==> config.mk <==
export PLATFORM = sky130hd
export DESIGN_NAME = pipeline_hazard_unit
export DESIGN_NICKNAME = d
export VERILOG_FILES = /design/src/hdl/phu_pkg.sv /design/src/hdl/phu_detect.sv /design/src/hdl/phu_result.sv /design/src/hdl/pipeline_hazard_unit.sv
export SDC_FILE = /design/constraint.sdc
export NUM_CORES = 1
export LEC_CHECK = 0
export BUFFER_PORTS_ARGS = -buffer_cell sky130_fd_sc_hd__buf_2
export CAP_MARGIN = 5
export CORE_MARGIN = 2
export CORE_UTILIZATION = 58
export DETAILED_ROUTE_END_ITERATION = 8
export PLACE_DENSITY = 0.9
export SLEW_MARGIN = 20
export SYNTH_ARGS = -nofsm -noshare
export SYNTH_HDL_FRONTEND = slang
export SYNTH_HIERARCHICAL = 1
export SYNTH_SLANG_ARGS = --single-unit
==> constraint.sdc <==
create_clock -name clock -period 7.52 [get_ports clock]
set_input_delay 0 -clock clock [delete_from_list [all_inputs] [get_ports clock]]
set_output_delay 0 -clock clock [all_outputs]
set_load 0.01 [all_outputs]
==> src/hdl/phu_pkg.sv <==
// Shared types, field layouts and codes of the pipeline hazard unit.
package phu_pkg;

   // Fixed geometry of the snapshot
   localparam int MAX_SOURCES    = 2;
   localparam int SOURCE_FIELDS  = 2;
   localparam int REG_INDEX_BITS = 5;
   localparam int DATA_BITS      = 32;
   localparam int COUNT_BITS     = 32;

   // Action codes, ordered by priority
   localparam logic [2:0] ACT_NONE    = 3'd0;
   localparam logic [2:0] ACT_FWD_MEM = 3'd1;
   localparam logic [2:0] ACT_FWD_EX  = 3'd2;
   localparam logic [2:0] ACT_STALL   = 3'd3;
   localparam logic [2:0] ACT_FLUSH   = 3'd4;

   localparam logic [1:0] FLUSH_STAGES = 2'd2;

   // Configuration register indexes
   localparam int CSR_INDEX_BITS = 2;
   localparam int CSR_DATA_BITS  = 4;
   localparam logic [CSR_INDEX_BITS-1:0] CSR_ALU_COUNT      = 2'd0;
   localparam logic [CSR_INDEX_BITS-1:0] CSR_FP_COUNT       = 2'd1;
   localparam logic [CSR_INDEX_BITS-1:0] CSR_SEPARATE_PORTS = 2'd2;

   // Decode flag bits
   localparam int ID_VALID = 0;
   localparam int ID_ALU   = 1;
   localparam int ID_FP    = 2;

   // Execute flag bits
   localparam int EX_VALID     = 0;
   localparam int EX_HAS_DEST  = 1;
   localparam int EX_LOAD      = 2;
   localparam int EX_HAS_VALUE = 3;
   localparam int EX_BRANCH    = 4;
   localparam int EX_PRED      = 5;
   localparam int EX_TAKEN     = 6;
   localparam int EX_ALU       = 7;
   localparam int EX_FP        = 8;

   // Memory flag bits
   localparam int MEM_VALID     = 0;
   localparam int MEM_HAS_DEST  = 1;
   localparam int MEM_HAS_VALUE = 2;
   localparam int MEM_LOAD      = 3;
   localparam int MEM_STORE     = 4;

   // Request payload, first field in the lowest bits
   typedef struct packed {
      logic [DATA_BITS-1:0]      mem_value;
      logic [REG_INDEX_BITS-1:0] mem_reg;
      logic [4:0]                mem_flags;
      logic [DATA_BITS-1:0]      ex_value;
      logic [REG_INDEX_BITS-1:0] ex_reg;
      logic [8:0]                ex_flags;
      logic [REG_INDEX_BITS-1:0] src_b;
      logic [REG_INDEX_BITS-1:0] src_a;
      logic [1:0]                src_count;
      logic [2:0]                decode_flags;
      logic                      fetch_valid;
   } request_type;

   // Response payload, first field in the lowest bits, padded to whole bytes
   typedef struct packed {
      logic                  pad;
      logic [COUNT_BITS-1:0] total_forwards;
      logic [COUNT_BITS-1:0] total_flushes;
      logic [COUNT_BITS-1:0] total_stalls;
      logic [1:0]            flushed_stages;
      logic                  stall_flag;
      logic [DATA_BITS-1:0]  forward_value;
      logic                  forward_value_valid;
      logic [2:0]            action;
   } response_type;

   localparam int REQ_BITS = $bits(request_type);
   localparam int RSP_BITS = $bits(response_type);

   // Decision for one snapshot
   typedef struct packed {
      logic [2:0]           act;
      logic                 fvalid;
      logic [DATA_BITS-1:0] fval;
      logic                 stall;
      logic [1:0]           flush;
   } verdict_type;

   // Configuration seen by the checks
   typedef struct packed {
      logic [3:0] alu_count;
      logic [3:0] fp_unit_count;
      logic       separate_ports;
   } config_type;

endpackage

==> src/hdl/phu_detect.sv <==
// Hazard checks (control, data, structural) and priority selection.
module phu_detect import phu_pkg::*; (
   input  request_type snap,
   input  config_type  cfg,
   output verdict_type verdict
);

   logic [2:0]           act_a, act_b, dat_act;
   logic                 fv_a, fv_b, dat_fv;
   logic [DATA_BITS-1:0] val_a, val_b, dat_val;
   logic                 use_a, use_b;
   logic                 ctl_flush, st_stall;
   logic [2:0]           best_act;
   logic                 id_valid, ex_valid;

   assign id_valid = snap.decode_flags[ID_VALID];
   assign ex_valid = snap.ex_flags[EX_VALID];

   // Per-source check: EX match wins over MEM, a load in EX stalls
   function automatic void check_source(input request_type s,
                                        input logic [REG_INDEX_BITS-1:0] src,
                                        output logic [2:0] act,
                                        output logic fv,
                                        output logic [DATA_BITS-1:0] val);
      act = ACT_NONE;
      fv  = 1'b0;
      val = '0;
      if (s.ex_flags[EX_VALID] && s.ex_flags[EX_HAS_DEST] && (s.ex_reg == src)) begin
         if (s.ex_flags[EX_LOAD]) begin
            act = ACT_STALL;
         end else begin
            act = ACT_FWD_EX;
            fv  = s.ex_flags[EX_HAS_VALUE];
            val = s.ex_value;
         end
      end else if (s.mem_flags[MEM_VALID] && s.mem_flags[MEM_HAS_DEST] &&
                   (s.mem_reg == src)) begin
         act = ACT_FWD_MEM;
         fv  = s.mem_flags[MEM_HAS_VALUE];
         val = s.mem_value;
      end
   endfunction

   // Source count clamped to the fields present
   assign use_a = id_valid && (snap.src_count >= 2'd1);
   assign use_b = id_valid && (snap.src_count >= 2'd2) &&
                  (MAX_SOURCES >= 2) && (SOURCE_FIELDS >= 2);

   // Data check: source a wins ties
   always_comb begin
      check_source(snap, snap.src_a, act_a, fv_a, val_a);
      check_source(snap, snap.src_b, act_b, fv_b, val_b);
      dat_act = ACT_NONE;
      dat_fv  = 1'b0;
      dat_val = '0;
      if (use_a) begin
         dat_act = act_a;
         dat_fv  = fv_a;
         dat_val = val_a;
      end
      if (use_b && (act_b > dat_act)) begin
         dat_act = act_b;
         dat_fv  = fv_b;
         dat_val = val_b;
      end
   end

   // Control check: mispredicted branch in EX
   assign ctl_flush = ex_valid && snap.ex_flags[EX_BRANCH] &&
                      (snap.ex_flags[EX_PRED] != snap.ex_flags[EX_TAKEN]);

   // Structural check: unit contention or shared memory port
   assign st_stall = (id_valid && ex_valid &&
                      ((snap.decode_flags[ID_ALU] && snap.ex_flags[EX_ALU] &&
                        (cfg.alu_count < 4'd2)) ||
                       (snap.decode_flags[ID_FP] && snap.ex_flags[EX_FP] &&
                        (cfg.fp_unit_count < 4'd2)))) ||
                     (!cfg.separate_ports && snap.fetch_valid &&
                      snap.mem_flags[MEM_VALID] &&
                      (snap.mem_flags[MEM_LOAD] || snap.mem_flags[MEM_STORE]));

   // Priority: flush, stall, then the data result
   always_comb begin
      if (ctl_flush) begin
         best_act = ACT_FLUSH;
      end else if (st_stall && (dat_act < ACT_STALL)) begin
         best_act = ACT_STALL;
      end else begin
         best_act = dat_act;
      end
   end

   // Only forwards carry a value
   always_comb begin
      verdict.act    = best_act;
      verdict.fvalid = 1'b0;
      verdict.fval   = '0;
      if ((best_act == ACT_FWD_EX) || (best_act == ACT_FWD_MEM)) begin
         verdict.fvalid = dat_fv;
         verdict.fval   = dat_val;
      end
      verdict.stall = (best_act == ACT_STALL);
      verdict.flush = (best_act == ACT_FLUSH) ? FLUSH_STAGES : 2'd0;
   end

endmodule

==> src/hdl/phu_result.sv <==
// Result register and saturating statistics counters.
module phu_result import phu_pkg::*; (
   input  logic                clock,
   input  logic                reset,
   input  logic                in_valid,
   output logic                in_ready,
   input  verdict_type         verdict,
   output logic                rsp_tvalid,
   input  logic                rsp_tready,
   output logic [RSP_BITS-1:0] rsp_tdata
);

   logic                  valid_ff, valid_in;
   verdict_type           verdict_ff;
   logic [COUNT_BITS-1:0] stall_total_ff, stall_total_in;
   logic [COUNT_BITS-1:0] flush_total_ff, flush_total_in;
   logic [COUNT_BITS-1:0] forward_total_ff, forward_total_in;
   logic                  load;
   response_type          rsp;

   assign in_ready = !valid_ff || rsp_tready;
   assign load     = in_valid && in_ready;
   assign valid_in = load || (valid_ff && !rsp_tready);

   // Counters step when a verdict enters the result register
   always_comb begin
      stall_total_in   = stall_total_ff;
      flush_total_in   = flush_total_ff;
      forward_total_in = forward_total_ff;
      if (load) begin
         if (verdict.stall && (stall_total_ff != '1)) begin
            stall_total_in = stall_total_ff + 1'b1;
         end
         if ((verdict.act == ACT_FLUSH) && (flush_total_ff != '1)) begin
            flush_total_in = flush_total_ff + 1'b1;
         end
         if (((verdict.act == ACT_FWD_EX) || (verdict.act == ACT_FWD_MEM)) &&
             (forward_total_ff != '1)) begin
            forward_total_in = forward_total_ff + 1'b1;
         end
      end
   end

   // Control and counters
   always_ff @(posedge clock) begin
      if (reset) begin
         valid_ff         <= 1'b0;
         stall_total_ff   <= '0;
         flush_total_ff   <= '0;
         forward_total_ff <= '0;
      end else begin
         valid_ff         <= valid_in;
         stall_total_ff   <= stall_total_in;
         flush_total_ff   <= flush_total_in;
         forward_total_ff <= forward_total_in;
      end
   end

   // Payload
   always_ff @(posedge clock) begin
      if (load) begin
         verdict_ff <= verdict;
      end
   end

   always_comb begin
      rsp.pad                 = 1'b0;
      rsp.total_forwards      = forward_total_ff;
      rsp.total_flushes       = flush_total_ff;
      rsp.total_stalls        = stall_total_ff;
      rsp.flushed_stages      = verdict_ff.flush;
      rsp.stall_flag          = verdict_ff.stall;
      rsp.forward_value       = verdict_ff.fval;
      rsp.forward_value_valid = verdict_ff.fvalid;
      rsp.action              = verdict_ff.act;
   end

   assign rsp_tvalid = valid_ff;
   assign rsp_tdata  = rsp;

endmodule

==> src/hdl/pipeline_hazard_unit.sv <==
// Top level of the pipeline hazard unit: input register, CSRs, checks, result.
//
// One pipeline snapshot per clock is accepted and judged while the output is
// not stalled; each produces one result. A snapshot is captured in the input
// register, passes through the hazard checks and priority logic, and lands in
// the result register, which drives rsp_tvalid; the sustained rate is one
// transaction per cycle as long as rsp_tready is high. Backpressure on the
// result side holds the result register and then the input register. The
// statistics counters saturate at all ones and report the totals including
// the result they travel with. CSRs (alu_count, fp_unit_count, separate_ports)
// must be written only while the unit is idle; the unit does not enforce this.
module pipeline_hazard_unit import phu_pkg::*; (
   input  logic                      clock,
   input  logic                      reset,
   input  logic                      req_tvalid,
   output logic                      req_tready,
   // fetch_valid, decode_flags, decode_source_count, decode_source_a,
   // decode_source_b, execute_flags, execute_dest_reg, execute_dest_value,
   // memory_flags, memory_dest_reg, memory_dest_value
   input  logic [REQ_BITS-1:0]       req_tdata,
   output logic                      rsp_tvalid,
   input  logic                      rsp_tready,
   // action, forward_value_valid, forward_value, stall_flag,
   // flushed_stages, total_stalls, total_flushes, total_forwards, zero pad
   output logic [RSP_BITS-1:0]       rsp_tdata,
   input  logic                      csr_we,
   input  logic [CSR_INDEX_BITS-1:0] csr_index,
   input  logic [CSR_DATA_BITS-1:0]  csr_wdata
);

   logic         snap_valid_ff, snap_valid_in;
   request_type  snap_ff;
   config_type   cfg_ff, cfg_in;
   verdict_type  verdict;
   logic         result_ready;
   logic         req_take;
   response_type rsp_view;

   // Input register
   assign req_tready    = !snap_valid_ff || result_ready;
   assign req_take      = req_tvalid && req_tready;
   assign snap_valid_in = req_take || (snap_valid_ff && !result_ready);

   always_ff @(posedge clock) begin
      if (reset) begin
         snap_valid_ff <= 1'b0;
      end else begin
         snap_valid_ff <= snap_valid_in;
      end
   end

   always_ff @(posedge clock) begin
      if (req_take) begin
         snap_ff <= request_type'(req_tdata);
      end
   end

   // CSR write decode
   always_comb begin
      cfg_in = cfg_ff;
      if (csr_we) begin
         unique case (csr_index)
            CSR_ALU_COUNT:      cfg_in.alu_count      = csr_wdata;
            CSR_FP_COUNT:       cfg_in.fp_unit_count  = csr_wdata;
            CSR_SEPARATE_PORTS: cfg_in.separate_ports = csr_wdata[0];
            default:            cfg_in = cfg_ff;
         endcase
      end
   end

   always_ff @(posedge clock) begin
      if (reset) begin
         cfg_ff.alu_count      <= 4'd1;
         cfg_ff.fp_unit_count  <= 4'd1;
         cfg_ff.separate_ports <= 1'b0;
      end else begin
         cfg_ff <= cfg_in;
      end
   end

   phu_detect u_detect (
      .snap    (snap_ff),
      .cfg     (cfg_ff),
      .verdict (verdict)
   );

   phu_result u_result (
      .clock      (clock),
      .reset      (reset),
      .in_valid   (snap_valid_ff),
      .in_ready   (result_ready),
      .verdict    (verdict),
      .rsp_tvalid (rsp_tvalid),
      .rsp_tready (rsp_tready),
      .rsp_tdata  (rsp_tdata)
   );

   assign rsp_view = response_type'(rsp_tdata);

`ifndef SYNTH
   // A refused request means both registers are full and the output is stalled
   a_ready_backpressure: assert property (@(posedge clock) disable iff (reset)
      !req_tready |-> (snap_valid_ff && rsp_tvalid && !rsp_tready))
      else $error("request refused without full pipeline");

   // Stall totals never move backward between consecutive results
   a_stall_monotonic: assert property (@(posedge clock) disable iff (reset)
      (rsp_tvalid && rsp_tready) |=>
         (!rsp_tvalid || (rsp_view.total_stalls >= $past(rsp_view.total_stalls))))
      else $error("stall total decreased");

   // A forwarded value is flagged only on a forward action
   a_fvalid_forward: assert property (@(posedge clock) disable iff (reset)
      (rsp_tvalid && rsp_view.forward_value_valid) |->
         ((rsp_view.action == ACT_FWD_EX) || (rsp_view.action == ACT_FWD_MEM)))
      else $error("forward value valid without forward action");

   // Counters are cleared by reset
   a_reset_counters: assert property (@(posedge clock)
      $past(reset) |-> ((rsp_view.total_stalls == '0) &&
                        (rsp_view.total_flushes == '0) &&
                        (rsp_view.total_forwards == '0) && !rsp_tvalid))
      else $error("counters not cleared by reset");
`endif

endmodule

==> flow_summary.yaml, run 1 <==
worst_setup_path:
  cpMaxStageDelayCell: "nor4_2"
  critPathKind: "register to register"
  worstPathRequired_ps: 7940
  cp-startpoint: "snap_ff[28]"
  cpMostUsedCell: "a21oi_1"
  endpoint_kind: "register"
  r2r_end: "u_result/forward_total_ff[15]"
  crit_path_start_kind: "register"
  path_max_fanout: 35
  critPathMaxStageDelay_ps: 550
  cp_num_buf_inv: 1
  cp_num_cells: 16
  arrival_ps: 5760
  reg2reg_depth: 16
  reg2reg_from: "snap_ff[28]"
  crit_chain: "xor2_1 -> nor4_1 -> a2111o_1 -> a21boi_0 -> ha_1 -> nand2_1 -> o2111ai_1 -> a31oi_1 -> a32o_1 -> buf_4 -> a21oi_1 -> xnor2_1 -> nor4_2 -> nand4_1 -> or4_1 -> a21oi_1"
  crit_family: "simple AND/OR/NAND/NOR gates"
  reg2reg_slack_ps: 2180
cts:
  clkTransAtPathRegs_ps: 60
  cts_tree: "yes"
  htreeDepth: 1
  clkLatencyLatePin_ps: 520
  post_cts_buffers: 0
  cts_resized: 0
  clockBufferDepth: 3
  hold_buffers: 119
  cts_sinks: 248
  cts-buffers-inserted: 25
  cts-root-buf: "clkbuf_16"
drt:
  wl_per_cell_um: 20.8
  first_iter_violations: 950
  viasPerCell: 6.30
  drc_errors: 0
  firstDrtPassIters: 6
  num_vias: 9817
  wirelength_mm: 32.4
  ant_nets: 0
power:
  power_density_nw_per_um2: 209
  p_int_uw: 2330
  swShare: 0.218
  leakagePower_uw: 0.00540
  ir_drop_uv: 198
  pwr-share-comb: 0.067
  p_seq_frac: 0.504
  net-switching-power_uw: 651
  clkPwrFrac: 0.430
sta:
  fin_crit_sh: 0.710
  hold_viol: 0
  fmax_mhz: 187
  worst_pin_slew_ps: 1090
  finalClockSkew_ps: 13.0
  final-setup-viol-count: 0
  min_period_ps: 5340
  slew_violations: 0
  slew_headroom: 0.274
  setup_tns_ps: 0
  rsz0062_at_grt: "false"
  setup_slack_ps: 2180
placement:
  hpwl_mm: 17.6
  dpl.cell_count: 1393
  place_area_um2: 12200
  pre_cts_slack_ps: 2660
  io_buffers: 251
  gp_congestion: 0.867
yosys:
  postSynthCellCount: 952
  synth_nets: 1072
  netlist_area_um2: 10900
  yosys_warnings: 6
  avgSynthCellArea_um2: 11.4
global_route:
  grt_pass1_vias: 9480
  grt_first_pass_wirelength_mm: 49.4
  grt_overflow: 0
  grtUsageTotal: 0.312
  grt_max_degree: 107
  antenna_found_initial: 3
floorplan:
  die_y_um: 141
  start_util: 0.586
  die_w_um: 141
  core_area_um2: 18500
  rows: 50
  io_pins: 253
  dieArea_um2: 19800
min_path:
  hp-class: "input port to register"
  whs_path_depth: 4
  min_from: "rsp_tready"
  hold-path-endpoint: "u_result/rsp_tvalid"
job:
  drv_cap: 0
finish:
  fin_area_um2: 14300
  fin_util: 0.770
  final_cell_count_no_fill: 1559
  fillers: 1147
  drive_gt1_frac: 0.248
  area_growth_pct: 31.5
  nets: 1425
outcome:
  status: "finished, final reports clean"
registers in the layout (all words and copies together) (netlist names):
register and flops:
u_result/rsp_tvalid 1, u_result/forward_total_ff 32, snap_valid_ff 1, snap_ff 104, u_result/flush_total_ff 32, u_result/rsp_tdata 39, cfg_ff 7, u_result/stall_total_ff 32
cell type report:
type | count | area (µm²) | area share
Clock inverter | 9 | 123 | 0.00860
Multi-Input combinational cell | 637 | 4170 | 0.292
Tap cell | 234 | 293 | 0.0205
Sequential cell | 248 | 6400 | 0.448
Timing Repair Buffer | 377 | 2510 | 0.176
Antenna cell | 4 | 10.0 | 0.000702
Clock buffer | 34 | 709 | 0.0497
Inverter | 16 | 60.1 | 0.00421
power by group through the flow:
stage	sequential (µW)	clock (µW)	combinational, µW
after CTS	1500	1280	186
after detailed placement	1530	0	138
after global placement	1530	0	132
after global routing	1510	1350	211
after floorplan	1530	0	72.2
final	1500	1280	199
worst register-to-register path, cell delays in order, from the launching register on:
cell       delay (ps)
edfxtp_1          440
xor2_1            210
nor4_1            540
a2111o_1          270
a21boi_0          420
ha_1              330
nand2_1            70
o2111ai_1         200
a31oi_1           200
a32o_1            140
buf_4             380
a21oi_1           230
xnor2_1           260
nor4_2            550
nand4_1           330
or4_1             500
a21oi_1           190
per-stage QoR:
step	power [µW]	hold slack (ps)
floorplan	1600	98.9
global placement	1660	176
detailed placement	1670	178
CTS	2970	29.6
global route	3060	104
finish	2990	75.2
how the worst max path moves through the flow:
stage	end	slack, ps
2_1_floorplan	u_result/forward_total_ff[16]	3130
3_3_place_gp	u_result/flush_total_ff[26]	2890
3_5_place_dp	u_result/stall_total_ff[19]	2660
4_1_cts	u_result/stall_total_ff[19]	2630
5_1_grt	u_result/flush_total_ff[26]	1940
6_report	u_result/forward_total_ff[15]	2180
routing by layer:
metal | routed length, µm | GRT usage
met1 | 12000 | 0.379
met2 | 16500 | 0.549
met3 | 2330 | 0.0465
met4 | 1570 | 0.148
met5 | 0 | 0
cell usage in the layout, fill, tap and decap left out, types with 3 or more instances in the layout:
| master | n |
|---|---|
| nand3b_1 | 6 |
| mux2i_1 | 9 |
| xnor2_1 | 15 |
| a21oi_1 | 80 |
| or3_1 | 46 |
| mux2_1 | 3 |
| clkbuf_1 | 4 |
| diode_2 | 4 |
| inv_1 | 15 |
| and2_1 | 5 |
| and3_1 | 14 |
| and4_1 | 17 |
| buf_4 | 7 |
| dlygate4sd3_1 | 119 |
| o2bb2ai_1 | 31 |
| edfxtp_1 | 143 |
| ha_1 | 5 |
| nor2_1 | 31 |
| nor3_1 | 14 |
| dfxtp_1 | 105 |
| clkinv_2 | 4 |
| buf_2 | 250 |
| nor4_2 | 3 |
| o31ai_1 | 29 |
| clkbuf_8 | 5 |
| o21ai_0 | 47 |
| nand2b_1 | 14 |
| nor2b_1 | 12 |
| nor4_1 | 14 |
| bufinv_16 | 3 |
| nand2_1 | 43 |
| xor2_1 | 14 |
| nand4_1 | 72 |
| clkbuf_16 | 25 |
| mux2_2 | 9 |
| or4_1 | 29 |
| nand3_1 | 36 |
No activity file was read; power rests on OpenSTA's default activity.
==> run 2, diff against run 1 <==
CORE_UTILIZATION = 49   (was 58)
PLACE_DENSITY = 0.82   (was 0.9)
clock period = 4.8 ns   (was 7.52 ns; I/O delays follow)
==> run 2 against run 1 <==
Power up 52%; wire length down 8.3%; setup slack worse by 1900 ps; non-clock buffer count up 2; die area up 18%; cell count up 3.2%; sequential share of layout area down 0.11 points; critical endpoint is now u_result/forward_total_ff[16]; largest power group unchanged; highest routed layer unchanged.
==> flow_summary.yaml, run 2 (synthesis results as in run 1) <==
cts:
  cts-root-buf: "clkbuf_16"
  cts_tree: "yes"
  post_cts_buffers: 0
  htreeDepth: 1
  clkLatencyLatePin_ps: 520
  cts_sinks: 248
  cts-buffers-inserted: 26
  clockBufferDepth: 3
  clkTransAtPathRegs_ps: 60
drt:
  firstDrtPassIters: 5
  drc_errors: 0
  first_iter_violations: 731
  viasPerCell: 5.87
  ant_nets: 0
  wirelength_mm: 29.8
  num_vias: 9439
  wl_per_cell_um: 18.5
global_route:
  grt_max_degree: 83
  grt_overflow: 0
  grt_first_pass_wirelength_mm: 46.9
  grtUsageTotal: 0.243
  antenna_found_initial: 2
  grt_pass1_vias: 9080
finish:
  regMostFlops: "snap_ff"
  nets: 1428
  area_growth_pct: 31.8
  final_common_cell: "buf_2"
  final_cell_count_no_fill: 1609
  layout_common_cells: "buf_2 (250), edfxtp_1 (143), dlygate4sd3_1 (116)"
  largest_register_ffs: 104
  drive_gt1_frac: 0.249
sta:
  finalClockSkew_ps: 8.60
  worst_pin_slew_ps: 1060
  slew_headroom: 0.296
  min_period_ps: 4520
  final-setup-viol-count: 0
  slew_violations: 0
  setup_tns_ps: 0
  fin_crit_sh: 0.942
  fmax_mhz: 221
  rsz0062_at_grt: "false"
  hold_viol: 0
  worst_hold_slack_ps: 33.9
floorplan:
  dieArea_um2: 23300
  rows: 54
  start_util: 0.499
  die_y_um: 153
  core_area_um2: 21800
  die_w_um: 153
  io_pins: 253
power:
  p_int_uw: 3560
  p_seq_frac: 0.519
  swShare: 0.217
  clkPwrFrac: 0.415
  leakagePower_uw: 0.00540
  ir_drop_uv: 289
  power_density_nw_per_um2: 318
  net-switching-power_uw: 986
  pwr-share-comb: 0.067
  p_total_uw: 4540
worst_setup_path:
  path_max_fanout: 19
  crit_chain: "xnor2_1 -> nand2_1 -> or4_4 -> ha_1 -> nor2b_1 -> o2111ai_1 -> a31oi_1 -> a32o_1 -> a21oi_2 -> xnor2_1 -> or4_4 -> a311o_4 -> or4_1 -> a21oi_1"
  crit_path_start_kind: "register"
  arrival_ps: 4960
  endpoint_kind: "register"
  cpMaxStageDelayCell: "or4_4"
  crit_family: "simple AND/OR/NAND/NOR gates"
  cp_num_buf_inv: 0
  critPathMaxStageDelay_ps: 540
  worstPathRequired_ps: 5240
  critPathKind: "register to register"
placement:
  gp_congestion: 0.855
  io_buffers: 251
  dpl.cell_count: 1444
  hpwl_mm: 17.9
outcome:
  status: "finished, final reports clean"
min_path:
  hp-class: "input port to register"
job:
  drv_cap: 0
run 2: cell count changes in the layout (fill, tap and decap cells not counted), moves of 3 or more:
cell,previous run,this run
clkinv_1,1,8
dlygate4sd3_1,119,116
buf_4,7,13
clkbuf_8,5,1
run 2: metrics by stage:
stage               worst slack (ps)   util  area (µm²)
global route                    36.1  0.657       14300
detailed placement               141  0.566       12300
finish                           280  0.657       14300
global placement                 253  0.566       12300
CTS                              110  0.656       14300
floorplan                        413      -       10900
run 2: worst min-delay path: cells and delay by family:
kind	cells	cell delay (ps)
buffers and inverters	2	290
AND/OR/NAND/NOR	1	120
AO/OA/AOI/OAI	1	90
run 2: what timing repair did:
item	in CTS	in global routing
hold endpoints to repair	137	0
gates resized for setup	0	5
hold buffers	116	0
endpoints found under the setup margin	0	33
run 2: area by class of cell:
cell class              count  area [µm²]
inverters                  16        60.1
well taps                 280         350
fillers                  1624        7460
clock buffers              34         712
clock inverters            13        80.1
flip-flops and latches    248        6400
repair buffers            379        2510
multi-input cells         637        4180
diodes                      2        5.00
run 2: layer usage:
metal | vias up | wire, µm | global-route usage
met4 | 0 | 1120 | 0.101
met5 | - | 0 | 0
met2 | 402 | 15000 | 0.418
met3 | 87 | 1910 | 0.0447
met1 | 4504 | 11800 | 0.303
li1 | 4446 | - | -
run 2: final timing paths:
path                                        end  cells past startpoint  slack, ps       start
setup / recovery  u_result/forward_total_ff[16]                     14        280  snap_ff[8]
setup reg to reg  u_result/forward_total_ff[16]                     14        280  snap_ff[8]
hold reg to reg                       cfg_ff[8]                      2        480   cfg_ff[8]
hold / removal              u_result/rsp_tvalid                      4         30  rsp_tready
run 2: power by group through the flow:
stage	clock, µW	combinational (µW)	sequential, µW
after floorplan	0	113	2400
after global placement	0	210	2390
after detailed placement	0	217	2400
after CTS	1910	293	2350
after global routing	2010	325	2360
final	1880	303	2350
==> run 3, diff against run 2 <==
CORE_UTILIZATION = 48   (was 49)
PLACE_DENSITY = 0.81   (was 0.82)
SYNTH_HIERARCHICAL = unset   (was 1)
==> run 3 against run 2 <==
Design area shrank 3.4%; clock power grew 14%; sequential share of layout area grew 1.3 points; combinational power shrank 14%; synthesized cell count shrank 5.8%; critical path depth shrank 2; sequential power is essentially flat; utilization grew 0.21 points; first-iteration DRC count shrank 23%; clock-buffer cell count grew 3; global-route usage shrank 0.37 points; critical path type unchanged.
==> flow_summary.yaml, run 3 <==
cts:
  htreeDepth: 1
  post_cts_buffers: 0
  cts-root-buf: "clkbuf_16"
  clockBufferDepth: 3
  cts_sinks: 247
  cts_tree: "yes"
  cts-buffers-inserted: 27
  clkTransAtPathRegs_ps: 60
  clkLatencyLatePin_ps: 550
finish:
  drive_gt1_frac: 0.253
  largest_register_ffs: 104
  layout_common_cells: "buf_2 (249), nor2_1 (148), edfxtp_1 (142)"
  fillers: 1584
  final_common_cell: "buf_2"
  area_growth_pct: 34.9
  regMostFlops: "snap_ff"
  nets: 1385
  fin_util: 0.659
  diodes: 0
worst_setup_path:
  crit_family: "simple AND/OR/NAND/NOR gates"
  crit_chain: "xor2_1 -> or4_1 -> a211oi_2 -> a31o_2 -> ha_1 -> nand2_1 -> o2111ai_1 -> a21bo_2 -> a31o_2 -> nand4_1 -> or4_1 -> a21oi_1"
  cp_num_buf_inv: 0
  endpoint_kind: "register"
  critPathKind: "register to register"
  arrival_ps: 4460
  critPathMaxStageDelay_ps: 570
  cpMaxStageDelayCell: "or4_1"
  worstPathRequired_ps: 5260
  crit_path_start_kind: "register"
  path_max_fanout: 22
outcome:
  status: "finished, final reports clean"
power:
  ir_drop_uv: 380
  p_int_uw: 3740
  power_density_nw_per_um2: 343
  clkPwrFrac: 0.452
  leakagePower_uw: 0.00535
  swShare: 0.212
  net-switching-power_uw: 1000
  pwr-share-comb: 0.055
  p_seq_frac: 0.493
sta:
  slew_violations: 0
  setup_tns_ps: 0
  min_period_ps: 3990
  final-setup-viol-count: 0
  slew_headroom: 0.429
  fin_crit_sh: 0.832
  rsz0062_at_grt: "false"
  hold_viol: 0
  finalClockSkew_ps: 17.5
  worst_pin_slew_ps: 855
  fmax_mhz: 251
yosys:
  ys.flop_type: "edfxtp_1"
  postSynthCellCount: 897
  yosysSeqAreaShare: 0.622
  synth_most_common_cell: "nor2_1"
  ys_seq_elements: 247
  yosysTopAreaCell: "edfxtp_1"
  synth.area.top_cells: "edfxtp_1 (42%), dfxtp_1 (21%), nor2_1 (5.5%)"
  yosys_warnings: 0
  synth_edf_count: 142
  avgSynthCellArea_um2: 11.4
  netlist_area_um2: 10200
  ys_types: 60
  synth_top_cell_area_share: 0.416
  synth_async_sr_flop_share: 0
  synthTopCellsByCount: "nor2_1 (149), edfxtp_1 (142), dfxtp_1 (105), nand2_1 (45), xor2_1 (43)"
global_route:
  grtUsageTotal: 0.239
  grt_max_degree: 64
  antenna_found_initial: 0
  grt_pass1_vias: 8149
  grt_overflow: 0
  grt_first_pass_wirelength_mm: 42.3
drt:
  ant_nets: 0
  num_vias: 8577
  first_iter_violations: 563
  wl_per_cell_um: 17.9
  firstDrtPassIters: 5
  drc_errors: 0
  viasPerCell: 5.51
  wirelength_mm: 27.9
min_path:
  hp-class: "input port to register"
floorplan:
  rows: 53
  core_area_um2: 21000
  dieArea_um2: 22500
  die_y_um: 150
  start_util: 0.489
  die_w_um: 150
  io_pins: 253
placement:
  io_buffers: 250
  gp_congestion: 0.866
  hpwl_mm: 16.6
job:
  drv_cap: 0
run 3: power by group through the flow:
stage                     registers, µW  logic (µW)  clock network [µW]
after floorplan                    2380        85.3                   0
after global placement             2380         170                   0
after detailed placement           2380         175                   0
after CTS                          2340         252                2160
after global routing               2340         279                2270
final                              2340         261                2140
run 3: worst register-to-register path, delay by kind of cell, from the launching register on:
kind	cells	cell delay (ps)
AND/OR/NAND/NOR	4	1690
AO/OA/AOI/OAI	6	1400
flip-flops	1	430
adder cells (fa/ha/maj)	1	220
XOR/XNOR	1	160
run 3: kinds of logic after synthesis:
logic type | Yosys count | synth area share
adder cells (fa/ha/maj) | 5 | 0.00611
XOR/XNOR | 73 | 0.0624
other | 1 | 0.000366
AND/OR/NAND/NOR | 378 | 0.187
AO/OA/AOI/OAI | 125 | 0.0822
flip-flops | 247 | 0.622
multiplexers | 17 | 0.0180
buffers and inverters | 51 | 0.0221
run 3: routing by layer:
metal / GRT usage / up-vias / share of wire
li1: - / 4018 / -
met1: 0.300 / 4094 / 0.39
met2: 0.422 / 403 / 0.51
met3: 0.0402 / 62 / 0.067
met4: 0.0750 / 0 / 0.033
met5: 0 / - / 0
run 3: repair_timing:
item,4_1_cts,5_1_grt
gates resized for setup,0,0
endpoints found under the hold margin,143,0
hold buffers,118,0
setup endpoints to repair,0,0
run 3: metrics by stage:
step	instance area, µm²	total power, µW	worst slack [ps]	hold slack (ps)	instances
2_1_floorplan	10200	2470	1060	98.9	898
3_3_place_gp	11700	2550	1010	176	1393
3_5_place_dp	11700	2560	879	178	1393
4_1_cts	13800	4750	826	142	1558
5_1_grt	13800	4890	427	161	1558
6_report	13800	4740	808	157	1558
run 3: path summary, 6_finish.rpt:
path,from,endpoint,slack [ps],depth (start not counted)
worst max-delay path,snap_ff[8],u_result.stall_total_ff[27],810,12
worst min-delay path,req_tdata[102],snap_ff[102],160,2
worst max register to register,snap_ff[8],u_result.stall_total_ff[27],810,12
worst min register to register,u_result.forward_total_ff[11],u_result.forward_total_ff[11],490,2
run 3: layout make-up:
class	count	area, µm²	share of cell area
repair buffers	373	2470	0.179
multi-input cells	600	3660	0.265
flip-flops and latches	247	6370	0.461
clock buffers	37	743	0.0538
inverters	16	60.1	0.00435
well taps	275	344	0.0249
clock inverters	10	166	0.0120
